==> config.mk <==
export PLATFORM = sky130hd
export DESIGN_NAME = stk_cell
export DESIGN_NICKNAME = d
export VERILOG_FILES = /design/src/rtl/stk_pkg.sv /design/src/rtl/stk_cell.sv
export SDC_FILE = /design/constraint.sdc
export NUM_CORES = 1
export LEC_CHECK = 0
export BUFFER_PORTS_ARGS = -buffer_cell sky130_fd_sc_hd__buf_2
export CAP_MARGIN = 20
export CORE_AREA = 2 2 132 83
export DETAILED_ROUTE_END_ITERATION = 7
export DIE_AREA = 0 0 134 85
export PLACE_DENSITY = 0.75
export SYNTH_ARGS = -nofsm -noshare
export SYNTH_HDL_FRONTEND = slang
export SYNTH_SLANG_ARGS = --single-unit
==> constraint.sdc <==
create_clock -name clk -period 13.55 [get_ports clk]
set_clock_uncertainty 0.15 [all_clocks]
set_input_delay 1.355 -clock clk [delete_from_list [all_inputs] [get_ports clk]]
set_output_delay 1.355 -clock clk [all_outputs]
set_load 0.02 [all_outputs]
==> src/rtl/stk_pkg.sv <==
package stk_pkg;

  localparam int DEPTH      = 64;
  localparam int ID_BITS    = 24;
  localparam int SCORE_BITS = 32;
  localparam int IDX_W      = $clog2(DEPTH);
  localparam int CNT_W      = 7;
  localparam int OP_W       = 2;
  localparam int STAT_W     = 3;

  // operation codes
  localparam logic [OP_W-1:0] OP_INSERT = 2'd0;
  localparam logic [OP_W-1:0] OP_POP    = 2'd1;
  localparam logic [OP_W-1:0] OP_CLEAR  = 2'd2;

  // status codes
  localparam logic [STAT_W-1:0] ST_INSERTED  = 3'd0;
  localparam logic [STAT_W-1:0] ST_REJECTED  = 3'd1;
  localparam logic [STAT_W-1:0] ST_POPPED    = 3'd2;
  localparam logic [STAT_W-1:0] ST_POP_EMPTY = 3'd3;
  localparam logic [STAT_W-1:0] ST_CLEARED   = 3'd4;

  // broadcast from the controller to every cell
  typedef struct packed {
    logic                         cmp_en;
    logic                         ins_en;
    logic                         pop_en;
    logic [ID_BITS-1:0]           id;
    logic signed [SCORE_BITS-1:0] score;
    logic [CNT_W-1:0]             count;
    logic [IDX_W-1:0]             last_idx;
  } cell_ctrl_t;

  // saturate a written length to 1..DEPTH
  function automatic logic [CNT_W-1:0] clamp_len(input logic [CNT_W-1:0] v);
    logic [CNT_W-1:0] r;
    r = v;
    if (v == '0) r = CNT_W'(1);
    else if (v > CNT_W'(DEPTH)) r = CNT_W'(DEPTH);
    return r;
  endfunction

endpackage

==> src/rtl/stk_cell.sv <==
// One list slot: holds an entry, compares it against the pending item,
// and on update keeps, takes the new item, or takes a neighbor's entry.
module stk_cell (
  input  logic                                 clk,
  input  stk_pkg::cell_ctrl_t                  ctrl,
  input  logic [stk_pkg::IDX_W-1:0]            idx,
  input  logic                                 prev_keep,
  input  logic [stk_pkg::ID_BITS-1:0]          prev_id,
  input  logic signed [stk_pkg::SCORE_BITS-1:0] prev_score,
  input  logic [stk_pkg::ID_BITS-1:0]          next_id,
  input  logic signed [stk_pkg::SCORE_BITS-1:0] next_score,
  output logic                                 keep,
  output logic                                 last_gt,
  output logic [stk_pkg::ID_BITS-1:0]          id,
  output logic signed [stk_pkg::SCORE_BITS-1:0] score
);

  logic ge_q;
  logic gt_q;

  // compare phase: flags against the pending item
  always_ff @(posedge clk) begin
    if (ctrl.cmp_en) begin
      ge_q <= $signed(score) >= $signed(ctrl.score);
      gt_q <= $signed(score) >  $signed(ctrl.score);
    end
  end

  // entry stays put when it is an active slot before the last one and ranks at or above the new item
  assign keep = ge_q && ({1'b0, idx} < ctrl.count) && (idx < ctrl.last_idx);
  // last slot of the configured length beats the new item
  assign last_gt = gt_q && (idx == ctrl.last_idx);

  // update phase: keep, take new, or shift
  always_ff @(posedge clk) begin
    if (ctrl.ins_en) begin
      if (!keep) begin
        if (prev_keep) begin
          id    <= ctrl.id;
          score <= ctrl.score;
        end else begin
          id    <= prev_id;
          score <= prev_score;
        end
      end
    end else if (ctrl.pop_en) begin
      id    <= next_id;
      score <= next_score;
    end
  end

endmodule

==> flow_summary_export.csv, run 1 <==
group,metric,value,unit
setup_path,r2r_setup_slack,10720,ps
setup_path,slowest_delay,320,ps
placed_design,post-dp-hpwl,8.89,mm
yosys,seq_area_frac_synth,0.436,
min_path,hold_path_class,"reg -> reg",
power_and_ir_drop,p_leak,0.00294,µW
setup_path,rr_worst_depth,7,
global_route,grt_pass1_wl,17.7,mm
clock_network,cts_resized,0,
global_route,grt_usage,0.195,
sta,report.final.hold_viol_count,0,
clock_network,cts_buffers,9,
setup_path,cp_max_fo,2,
sta,slew_headroom,0.271,
setup_path,endpoint_kind,"primary output",
placed_design,place_ws,9130,ps
clock_network,clk_pin_slew,50,ps
yosys,yosysWarnings,0,
clock_network,htree_levels,3,
yosys,syn-num-nets,638,
clock_network,clockBufferDepth,2,
drt,drtIter0Drc,83,
sta,fmaxAchievable,227,MHz
layout,drive_gt1_frac,0.409,
yosys,ys_ff_latch,58,
clock_network,clock_sinks,58,
global_route,grt_start_max_net_pins,114,
floorplanning,die_w,134,µm
floorplanning,start_util,0.392,
yosys,syn-cell-area,0.00399,mm²
min_path,hold_depth,2,
drt,dr.pass1.iters,4,
clock_network,cts_tree,"built",
run_status,status,"finished, final reports clean",
placed_design,place_congestion,0.787,
layout,nNetsFinal,881,
layout,n_antenna_cell,0,
sta,worstMarginPinSlew,1090,ps
placed_design,port_buffers,249,
setup_path,worstPathCellList,"buf_2, inv_1, ha_1, a21o_1, a21o_1, a211o_1, a21oi_1, buf_2",
sta,setup_ws,9150,ps
global_route,grt_pass1_vias,3903,
global_route,grt-ovfl-total,0,
yosys,yosys.cell_types.count,25,
drt,drc,0,
floorplanning,fp-row-count,29,
setup_path,crit_arrival,2900,ps
sta,drv_slew,0,
layout,area_growth,40.7,%
layout,fill_cells,935,
power_and_ir_drop,max-vdd-ir-drop,0.0000531,V
setup_path,path_buf_inv,3,
sta,period_needed,4400,ps
layout,regArea,0.00174,mm²
yosys,avgSynthCellArea,9.91,µm²
placed_design,placed_area,0.00537,mm²
setup_path,worstSetupStartpointType,"input pin",
floorplanning,io_pins,250,
power_and_ir_drop,power_density,104,mW/mm²
clock_network,cts_root_buffer,"clkbuf_16",
clock_network,cts_hold_buf,0,
setup_path,r2r_end,"ge_q$_DFFE_PP_",
drt,post_drt_via_cell_ratio,4.80,
sta,tns,0,ps
setup_path,reg2reg_from,"score[7]$_DFFE_PP_",
drt,ant_nets,0,
sta,min_period_over_period,0.325,
global_route,antenna_found_initial,1,
clock_network,postCtsSetupRepairBufs,0,
clock_network,clk_latency,320,ps
floorplanning,die_area,0.0114,mm²
job,maxCapViolCount,0,
layout,multi_input_area,0.00201,mm²
layout,post-route-util,0.551,
setup_path,setup.worst_path.class,"in -> out",
sta,finalSetupViolCount,0,
setup_path,cp.depth,8,
yosys,syn_inst,403,
setup_path,slowest_stage,"a21oi_1",
floorplanning,die_y,85,µm
layout,fin_area,0.00562,mm²
drt,routedWlPerCell,14.3,µm
drt,routed_wl,11.3,mm
drt,via_count,3785,
setup_path,cp_top_family,"compound AO/OA/AOI/OAI gates",
sta,rsz0062_at_grt,"no",
setup_path,crit_required,12050,ps
floorplanning,core_area,0.0102,mm²
min_path,hold_end,"ge_q$_DFFE_PP_",
min_path,holdCritStartpoint,"score[31]$_DFFE_PP_",
## kinds of logic after synthesis
group,share of synthesized area
AO/OA/AOI/OAI,0.126
AND/OR/NAND/NOR,0.0946
buffers and inverters,0.0624
multiplexers,0.146
flip-flops,0.436
adder cells (fa/ha/maj),0.135
## worst min-delay path, cell delays in order, from the launching register on
cell and delay [ps]:
edfxtp_1 340, ha_1 240, mux2_1 170
## state kept, by name, summed over array words and instances, names as in the netlist
name / cells
score: 32
gt_q: 1
id: 24
ge_q: 1
## report_power, final
| part | switching [µW] | internal (µW) | leakage [µW] |
|---|---|---|---|
| Clock | 72.1 | 120 | 0.000127 |
| Sequential | 8.17 | 225 | 0.000571 |
| Combinational | 92.0 | 67.4 | 0.00224 |
## how the worst max path moves through the flow
stage / start / to / slack [ps]
floorplan: ctrl[7] / id[0]$_DFFE_PP_ / 8010
global placement: ctrl[7] / keep / 9140
detailed placement: ctrl[7] / keep / 9130
CTS: ctrl[7] / keep / 9130
global route: ctrl[3] / keep / 9010
finish: ctrl[7] / keep / 9150
## Yosys cell counts
cell      count  area (µm²)
a21oi_1      71         355
a21oi_2       1        8.76
o211ai_1      1        7.51
edfxtp_1     58        1740
nor2b_1       2        12.5
mux2i_1      57         571
clkbuf_1     15        56.3
o31a_1        1        8.76
nand2_1       8        30.0
nor2_1       62         233
a221o_1       1        10.0
a211o_1       3        26.3
mux2_1        1        11.3
a21o_1        6        45.0
nand3_1       5        25.0
nand4_1       7        43.8
nand2b_1      1        6.26
o21ai_0       4        20.0
nor4_1        2        12.5
a221oi_2      1        15.0
buf_2         4        20.0
ha_1         43         538
a211oi_1      1        7.51
inv_1        46         173
nor3b_1       2        15.0
## metrics by stage
step | hold WS (ps) | std cells | power [µW]
floorplan | 733 | 403 | 330
global placement | 708 | 774 | 391
detailed placement | 718 | 774 | 397
CTS | 740 | 789 | 591
global route | 780 | 789 | 615
finish | 713 | 789 | 584
## metal layers
layer / vias up / track usage / part of all wire
met5: - / 0 / 0.0012
met4: 2 / 0.0503 / 0.015
met3: 19 / 0.0621 / 0.070
met2: 143 / 0.348 / 0.48
met1: 1690 / 0.227 / 0.44
li1: 1931 / - / -
## cell usage in the layout, fill, tap and decap left out, types with 2 or more instances in the layout
cell type  count
buf_2        247
a21oi_1       70
nor2_1        62
edfxtp_1      58
mux2i_1       57
inv_1         46
ha_1          43
clkbuf_16      9
nand2_1        8
nand4_1        7
a21o_1         6
nand3_1        5
o21ai_0        4
buf_4          4
a211o_1        3
clkinv_2       3
nor3b_1        2
nor2b_1        2
nor4_1         2
clkinv_1       2
## layout make-up
type / count / share of cell area
Clock inverter: 5 / 0.00401
Sequential cell: 58 / 0.310
Clock buffer: 10 / 0.0407
Multi-Input combinational cell: 280 / 0.358
Tap cell: 139 / 0.0310
Timing Repair Buffer: 251 / 0.225
Inverter: 46 / 0.0307
(Power assumes the default switching activity.)
==> run 2: changes to the inputs <==
--- a/config.mk
+++ b/config.mk
@@ -5,12 +5,13 @@
 export SDC_FILE = /design/constraint.sdc
 export NUM_CORES = 1
 export LEC_CHECK = 0
+export ABC_AREA = 1
 export BUFFER_PORTS_ARGS = -buffer_cell sky130_fd_sc_hd__buf_2
 export CAP_MARGIN = 20
-export CORE_AREA = 2 2 132 83
+export CORE_AREA = 2 2 133 83
 export DETAILED_ROUTE_END_ITERATION = 7
-export DIE_AREA = 0 0 134 85
-export PLACE_DENSITY = 0.75
+export DIE_AREA = 0 0 135 85
+export PLACE_DENSITY = 0.78
 export SYNTH_ARGS = -nofsm -noshare
 export SYNTH_HDL_FRONTEND = slang
 export SYNTH_SLANG_ARGS = --single-unit
==> constraint.sdc (replaced) <==
create_clock -name clk -period 3.62 [get_ports clk]
set_clock_uncertainty 0.15 [all_clocks]
set_input_delay 0.362 -clock clk [delete_from_list [all_inputs] [get_ports clk]]
set_output_delay 0.362 -clock clk [all_outputs]
set_load 0.02 [all_outputs]
==> run 2 against run 1 <==
- sequential share of layout area is 0.38 points lower
- count of clock-buffer cells in the layout shrank 1
- clock power grew to 4.3 times the previous value
- critical path depth unchanged
- worst hold slack got worse by 600 ps
- area after synthesis is 1.3% higher
- sequential power rose to 3.8 times the previous value
- largest cell class unchanged
- highest routed layer is now met4
==> flow_summary_export.csv, run 2 <==
group,metric,value,unit
run_status,status,"finished, final reports clean",
sta,period_needed,2280,ps
yosys,avgSynthCellArea,7.99,µm²
global_route,grt_pass1_vias,3996,
setup_path,path_buf_inv,1,
yosys,yosys.cell_types.count,21,
clock_network,cts_tree,"built",
setup_path,worstPathCellList,"ha_1, nand2_1, nor2_1, nand4_1, nor4_1, nand2_1, inv_1, nor2_2",
yosys,synth_commonest_cells,"111 x o21ai_0, 99 x nand2_1, 66 x nor2_1",
layout,final_common_cell,"buf_2",
floorplanning,io_pins,250,
yosys,synth.area.top_cells,"edfxtp_1 43%, o21ai_0 14%, ha_1 13%",
drt,drc,0,
placed_design,place_congestion,0.790,
drt,dr.pass1.iters,4,
power_and_ir_drop,combPwrFrac,0.257,
clock_network,clock_sinks,58,
power_and_ir_drop,clkPwrFrac,0.361,
global_route,grt-ovfl-total,0,
floorplanning,fp-row-count,29,
placed_design,place_ws,1290,ps
layout,top_regs,"score: 32 flops, id: 24 flops",
clock_network,cts_buffers,9,
layout,area_growth,40.7,%
power_and_ir_drop,internal_power,1600,µW
min_path,hold_path_class,"in -> reg",
yosys,synth_ff_type,"edfxtp_1",
placed_design,post-dp-hpwl,9.19,mm
placed_design,port_buffers,249,
global_route,antenna_found_initial,0,
floorplanning,core_area,0.0103,mm²
setup_path,slowest_delay,480,ps
power_and_ir_drop,power,2290,µW
setup_path,crit_arrival,2210,ps
clock_network,clk_latency,320,ps
setup_path,endpoint_kind,"register",
placed_design,dpl.cell_count,874,
drt,routed_wl,12.5,mm
floorplanning,die_w,135,µm
yosys,syn_inst,506,
yosys,yosysWarnings,0,
sta,rsz0062_at_grt,"no",
drt,post_drt_via_cell_ratio,4.72,
clock_network,postCtsSetupRepairBufs,0,
sta,worstMarginPinSlew,1040,ps
power_and_ir_drop,p_sw,689,µW
clock_network,cts_hold_buf,0,
setup_path,setup.worst_path.class,"reg -> reg",
sta,finalSetupViolCount,0,
job,maxCapViolCount,0,
layout,nNetsFinal,981,
setup_path,cp.depth,8,
yosys,seq_area_frac_synth,0.431,
yosys,ys_ff_latch,58,
floorplanning,start_util,0.392,
layout,n_antenna_cell,0,
setup_path,worstSetupStartpointType,"register",
clock_network,clockBufferDepth,2,
setup_path,rr_worst_depth,8,
sta,drv_slew,0,
setup_path,cp_top_family,"simple AND/OR/NAND/NOR gates",
sta,setup_ws,1340,ps
setup_path,slowest_stage,"nor4_1",
drt,routedWlPerCell,14.0,µm
layout,layout.cells.non_filler,889,
global_route,grt_pass1_wl,19.3,mm
yosys,async_flop_share,0,
global_route,grt_usage,0.216,
layout,post-route-util,0.552,
layout,regMostFlops,"score",
yosys,synth_top_cell_by_area,"edfxtp_1",
sta,slew_headroom,0.305,
power_and_ir_drop,max-vdd-ir-drop,0.000202,V
drt,ant_nets,0,
clock_network,cts_resized,0,
power_and_ir_drop,p_seq_frac,0.383,
power_and_ir_drop,p_sw_frac,0.301,
clock_network,htree_levels,3,
drt,drtIter0Drc,157,
yosys,syn-num-nets,741,
sta,fmaxAchievable,439,MHz
setup_path,cp_max_fo,2,
yosys,syn-cell-area,0.00404,mm²
power_and_ir_drop,p_leak,0.00296,µW
yosys,synth_edf_count,58,
yosys,synth_most_common_cell,"o21ai_0",
power_and_ir_drop,power_density,402,mW/mm²
clock_network,clk_pin_slew,50,ps
floorplanning,die_area,0.0115,mm²
yosys,yosysTopAreaCellShare,0.431,
layout,largest_reg_flops,32,
min_path,hold_depth,1,
sta,min_period_over_period,0.629,
sta,tns,0,ps
setup_path,crit_path_frequent_cell,"nand2_1",
sta,report.final.hold_viol_count,0,
setup_path,crit_required,3560,ps
floorplanning,die_y,85,µm
layout,drive_gt1_frac,0.368,
global_route,grt_start_max_net_pins,57,
clock_network,cts_root_buffer,"clkbuf_16",
layout,final_cell_mix,"249 x buf_2, 110 x o21ai_0, 99 x nand2_1",
drt,via_count,4195,
==> run 2: cell types whose count changed in the layout (fill, tap and decap cells not counted), moves of 3 or more <==
cell     change
o21ai_0    +106
nand2_1     +91
mux2i_1     -57
a21oi_1     -54
inv_1       +13
a21o_1       -5
nand3_1      +5
nand4_1      -5
o21ai_1      +5
nor2_1       +4
a211o_1      -3
nand2_2      +3
==> run 2: per-stage QoR <==
step                hold slack (ps)  cell area (µm²)
finish                          111             5690
global placement                435             5410
detailed placement              439             5410
global route                   91.6             5690
CTS                            95.3             5690
floorplan                       324             4050
==> run 2: final cells by class <==
| type | instances | area [µm²] |
|---|---|---|
| clock inverter | 6 | 58.8 |
| inverter | 61 | 229 |
| fill | 985 | 4620 |
| multi-input combinational | 363 | 1970 |
| clock buffer | 9 | 225 |
| tap | 139 | 174 |
| sequential | 58 | 1740 |
| timing repair buffer | 253 | 1290 |
==> run 2: kinds of logic after synthesis <==
| logic type | count (synthesis) | synth area share |
|---|---|---|
| buf+inv | 85 | 0.0842 |
| fa+ha+maj | 43 | 0.133 |
| flops | 58 | 0.431 |
| simple gates | 185 | 0.183 |
| compound gates | 135 | 0.169 |
==> run 2: path summary, 6_finish.rpt <==
path,endpoint,startpoint,slack (ps)
worst min-delay path,gt_q$_DFFE_PP_,ctrl[71],110
worst max-delay path,gt_q$_DFFE_PP_,score[15]$_DFFE_PP_,1340
worst max register to register,gt_q$_DFFE_PP_,score[15]$_DFFE_PP_,1340
worst min register to register,ge_q$_DFFE_PP_,score[31]$_DFFE_PP_,750
==> run 2: metal layers <==
metal	GRT usage	vias up	share of wire
met5	0	-	0
met4	0.0549	0	0.0075
met3	0.0633	10	0.073
met2	0.370	152	0.48
met1	0.270	1859	0.44
li1	-	2174	-
==> run 2: power groups by stage <==
stage / logic [µW] / clock network (µW) / registers (µW)
after global routing: 659 / 875 / 883
after detailed placement: 590 / 0 / 888
final: 587 / 824 / 875
after floorplan: 244 / 0 / 981
after CTS: 593 / 843 / 876
after global placement: 585 / 0 / 884
==> run 3: changes to the inputs <==
==> config.mk (replaced) <==
export PLATFORM = sky130hd
export DESIGN_NAME = stk_cell
export DESIGN_NICKNAME = d
export VERILOG_FILES = /design/src/rtl/stk_pkg.sv /design/src/rtl/stk_cell.sv
export SDC_FILE = /design/constraint.sdc
export NUM_CORES = 1
export LEC_CHECK = 0
export ABC_AREA = 0
export BUFFER_PORTS_ARGS = -buffer_cell sky130_fd_sc_hd__buf_2
export CAP_MARGIN = 20
export CORE_AREA = 2 2 132 83
export DETAILED_ROUTE_END_ITERATION = 7
export DIE_AREA = 0 0 134 85
export PLACE_DENSITY = 0.75
export SYNTH_ARGS = -nofsm -noshare
export SYNTH_HDL_FRONTEND = slang
export SYNTH_SLANG_ARGS = --single-unit
==> constraint.sdc (replaced) <==
create_clock -name clk -period 2.4 [get_ports clk]
set_clock_uncertainty 0.15 [all_clocks]
set_input_delay 0.24 -clock clk [delete_from_list [all_inputs] [get_ports clk]]
set_output_delay 0.24 -clock clk [all_outputs]
set_load 0.02 [all_outputs]
==> run 3 against run 2 <==
- the flow now finishes with violations (negative setup slack)
- final cell count down 9.4%
- flip-flop and latch count did not move
- worst hold slack lost 29 ps
- worst setup slack worse by 1500 ps
- non-clock buffer count grew 13
- first-iteration DRC count decreased by 20%
- die area down 0.74%
- sequential power up 51%
- critical endpoint is now ge_q$_DFFE_PP_
- highest routed layer is now met5
==> flow_summary_export.csv, run 3 (synthesized netlist as in run 1, its figures left out) <==
group,metric,value,unit
power_and_ir_drop,p_leak,0.00307,µW
sta,fmaxAchievable,395,MHz
setup_path,crit_required,2320,ps
setup_path,endpoint_kind,"register",
job,maxCapViolCount,0,
min_path,hold_path_class,"in -> reg",
clock_network,htree_levels,3,
setup_path,slowest_delay,380,ps
global_route,use_met2,0.379,
layout,n_antenna_cell,0,
placed_design,place_congestion,0.809,
global_route,grt_pass1_vias,4018,
power_and_ir_drop,combPwrFrac,0.265,
drt,dr.pass1.iters,4,
layout,final_common_cell,"buf_2",
setup_path,reg2reg_from,"score[5]$_DFFE_PP_",
setup_path,rr_worst_depth,7,
setup_path,startpoint,"score[5]$_DFFE_PP_",
power_and_ir_drop,p_sw,1040,µW
setup_path,cp.depth,7,
layout,drive_gt1_frac,0.450,
drt,routed_wl,11.8,mm
layout,fill_cells,919,
drt,drc,0,
drt,ant_nets,0,
placed_design,place_ws,-207,ps
layout,layout.cells.non_filler,805,
setup_path,setup.worst_path.class,"reg -> reg",
layout,multi_input_area,0.00217,mm²
floorplanning,core_area,0.0102,mm²
floorplanning,die_area,0.0114,mm²
global_route,use_met3,0.0663,
floorplanning,die_y,85,µm
clock_network,clk_pin_slew,50,ps
power_and_ir_drop,p_sw_frac,0.277,
power_and_ir_drop,power_density,624,mW/mm²
setup_path,slowest_stage,"edfxtp_1",
setup_path,cp_top_family,"compound AO/OA/AOI/OAI gates",
floorplanning,start_util,0.392,
drt,post_drt_via_cell_ratio,4.83,
clock_network,clk_latency,320,ps
min_path,holdCritStartpoint,"next_score[27]",
clock_network,cts_tree,"built",
sta,drv_slew,0,
layout,largest_reg_flops,32,
global_route,grt-ovfl-total,0,
power_and_ir_drop,power,3750,µW
global_route,top_usage_layer,"met2",
setup_path,r2r_setup_slack,-130,ps
sta,worstMarginPinSlew,664,ps
sta,finalSetupViolCount,2,
layout,final_cell_mix,"247 x buf_2, 67 x a21oi_1, 62 x nor2_1",
placed_design,dpl.cell_count,785,
layout,regMostFlops,"score",
drt,routedWlPerCell,14.7,µm
floorplanning,die_w,134,µm
layout,area_growth,50.5,%
clock_network,cts_root_buffer,"clkbuf_16",
layout,regArea,0.00174,mm²
setup_path,worstPathCellList,"ha_1, a21oi_1, o21ai_1, a221o_1, a211o_1, a221oi_4, mux2_4",
power_and_ir_drop,clkPwrFrac,0.384,
run_status,status,"finished, violations left",
setup_path,cp_max_fo,2,
setup_path,r2r_end,"ge_q$_DFFE_PP_",
layout,nNetsFinal,896,
drt,drtIter0Drc,126,
power_and_ir_drop,p_seq_frac,0.352,
clock_network,cts_buffers,9,
global_route,grt_start_max_net_pins,71,
sta,tns,-162,ps
global_route,use_met1,0.239,
setup_path,path_buf_inv,0,
global_route,grt_pass1_wl,18.9,mm
min_path,hold_depth,3,
global_route,grt_usage,0.208,
run_status,violations,"negative setup slack",
min_path,hold_end,"score[27]$_DFFE_PP_",
floorplanning,io_pins,250,
setup_path,worstSetupStartpointType,"register",
drt,via_count,3892,
setup_path,crit_arrival,2450,ps
sta,slew_headroom,0.557,
layout,top_regs,"score: 32 flops, id: 24 flops",
sta,min_period_over_period,1.05,
placed_design,post-dp-hpwl,9.47,mm
clock_network,clockBufferDepth,2,
sta,setup_ws,-132,ps
placed_design,port_buffers,249,
clock_network,clock_sinks,58,
power_and_ir_drop,internal_power,2710,µW
floorplanning,fp-row-count,29,
sta,period_needed,2530,ps
power_and_ir_drop,max-vdd-ir-drop,0.000361,V
sta,report.final.hold_viol_count,0,
global_route,antenna_found_initial,1,
sta,rsz0062_at_grt,"yes",
==> run 3: changes by cell type in the layout (fill, tap and decap cells not counted), moves of 13 or more <==
| cell | previous run | this run |
|---|---|---|
| o21ai_0 | 110 | 2 |
| nand2_1 | 99 | 8 |
| mux2i_1 | 0 | 57 |
| a21oi_1 | 16 | 67 |
| inv_1 | 59 | 42 |
| buf_4 | 3 | 16 |
==> run 3: worst max-delay path by stage <==
| stage | end | slack (ps) |
|---|---|---|
| 2_1_floorplan | ge_q$_DFFE_PP_ | -150 |
| 3_3_place_gp | ge_q$_DFFE_PP_ | -60 |
| 3_5_place_dp | ge_q$_DFFE_PP_ | -210 |
| 4_1_cts | ge_q$_DFFE_PP_ | -180 |
| 5_1_grt | ge_q$_DFFE_PP_ | -210 |
| 6_report | ge_q$_DFFE_PP_ | -130 |
==> run 3: metrics by stage <==
stage	hold WS (ps)	util	cell area (µm²)
5_1_grt	78.8	0.589	6010
2_1_floorplan	202	-	4100
3_3_place_gp	321	0.546	5570
4_1_cts	70.9	0.585	5960
3_5_place_dp	314	0.546	5570
6_report	81.1	0.589	6010
==> run 3: layer usage <==
metal	vias up	share of wire	routed length, µm
met4	2	0.013	150
met3	14	0.080	946
met1	1750	0.41	4860
met5	-	0.0011	13
li1	1971	-	-
met2	155	0.50	5870
==> run 3: power groups by stage <==
stage               registers, µW  clock network, µW  logic, µW
floorplan                    1470                  0        406
global placement             1330                  0        938
detailed placement           1340                  0        962
CTS                          1320               1470        983
global route                 1330               1520       1090
finish                       1320               1440        991
==> run 3: final cells by class <==
| class | count | area share |
|---|---|---|
| clock inverters | 7 | 0.0179 |
| repair buffers | 266 | 0.234 |
| flip-flops and latches | 58 | 0.290 |
| multi-input cells | 280 | 0.361 |
| inverters | 46 | 0.0308 |
| well taps | 139 | 0.0290 |
| clock buffers | 9 | 0.0375 |
==> run 3: worst register-to-register path: cells and delay by family (launching register included) <==
family / cells / cell delay [ps]
muxes: 1 / 320
adders and majority gates: 1 / 310
DFF: 1 / 380
AOI/OAI and AO/OA: 5 / 1120
==> run 3: what timing repair did <==
action                                  in CTS  in global routing
hold buffers                                 1                  0
endpoints found under the setup margin       2                  2
gates resized for setup                      4                  4
gates cloned                                 0                  0
pin swaps                                    6                  5
setup buffers                                3                  1
hold endpoints to repair                     2                  0
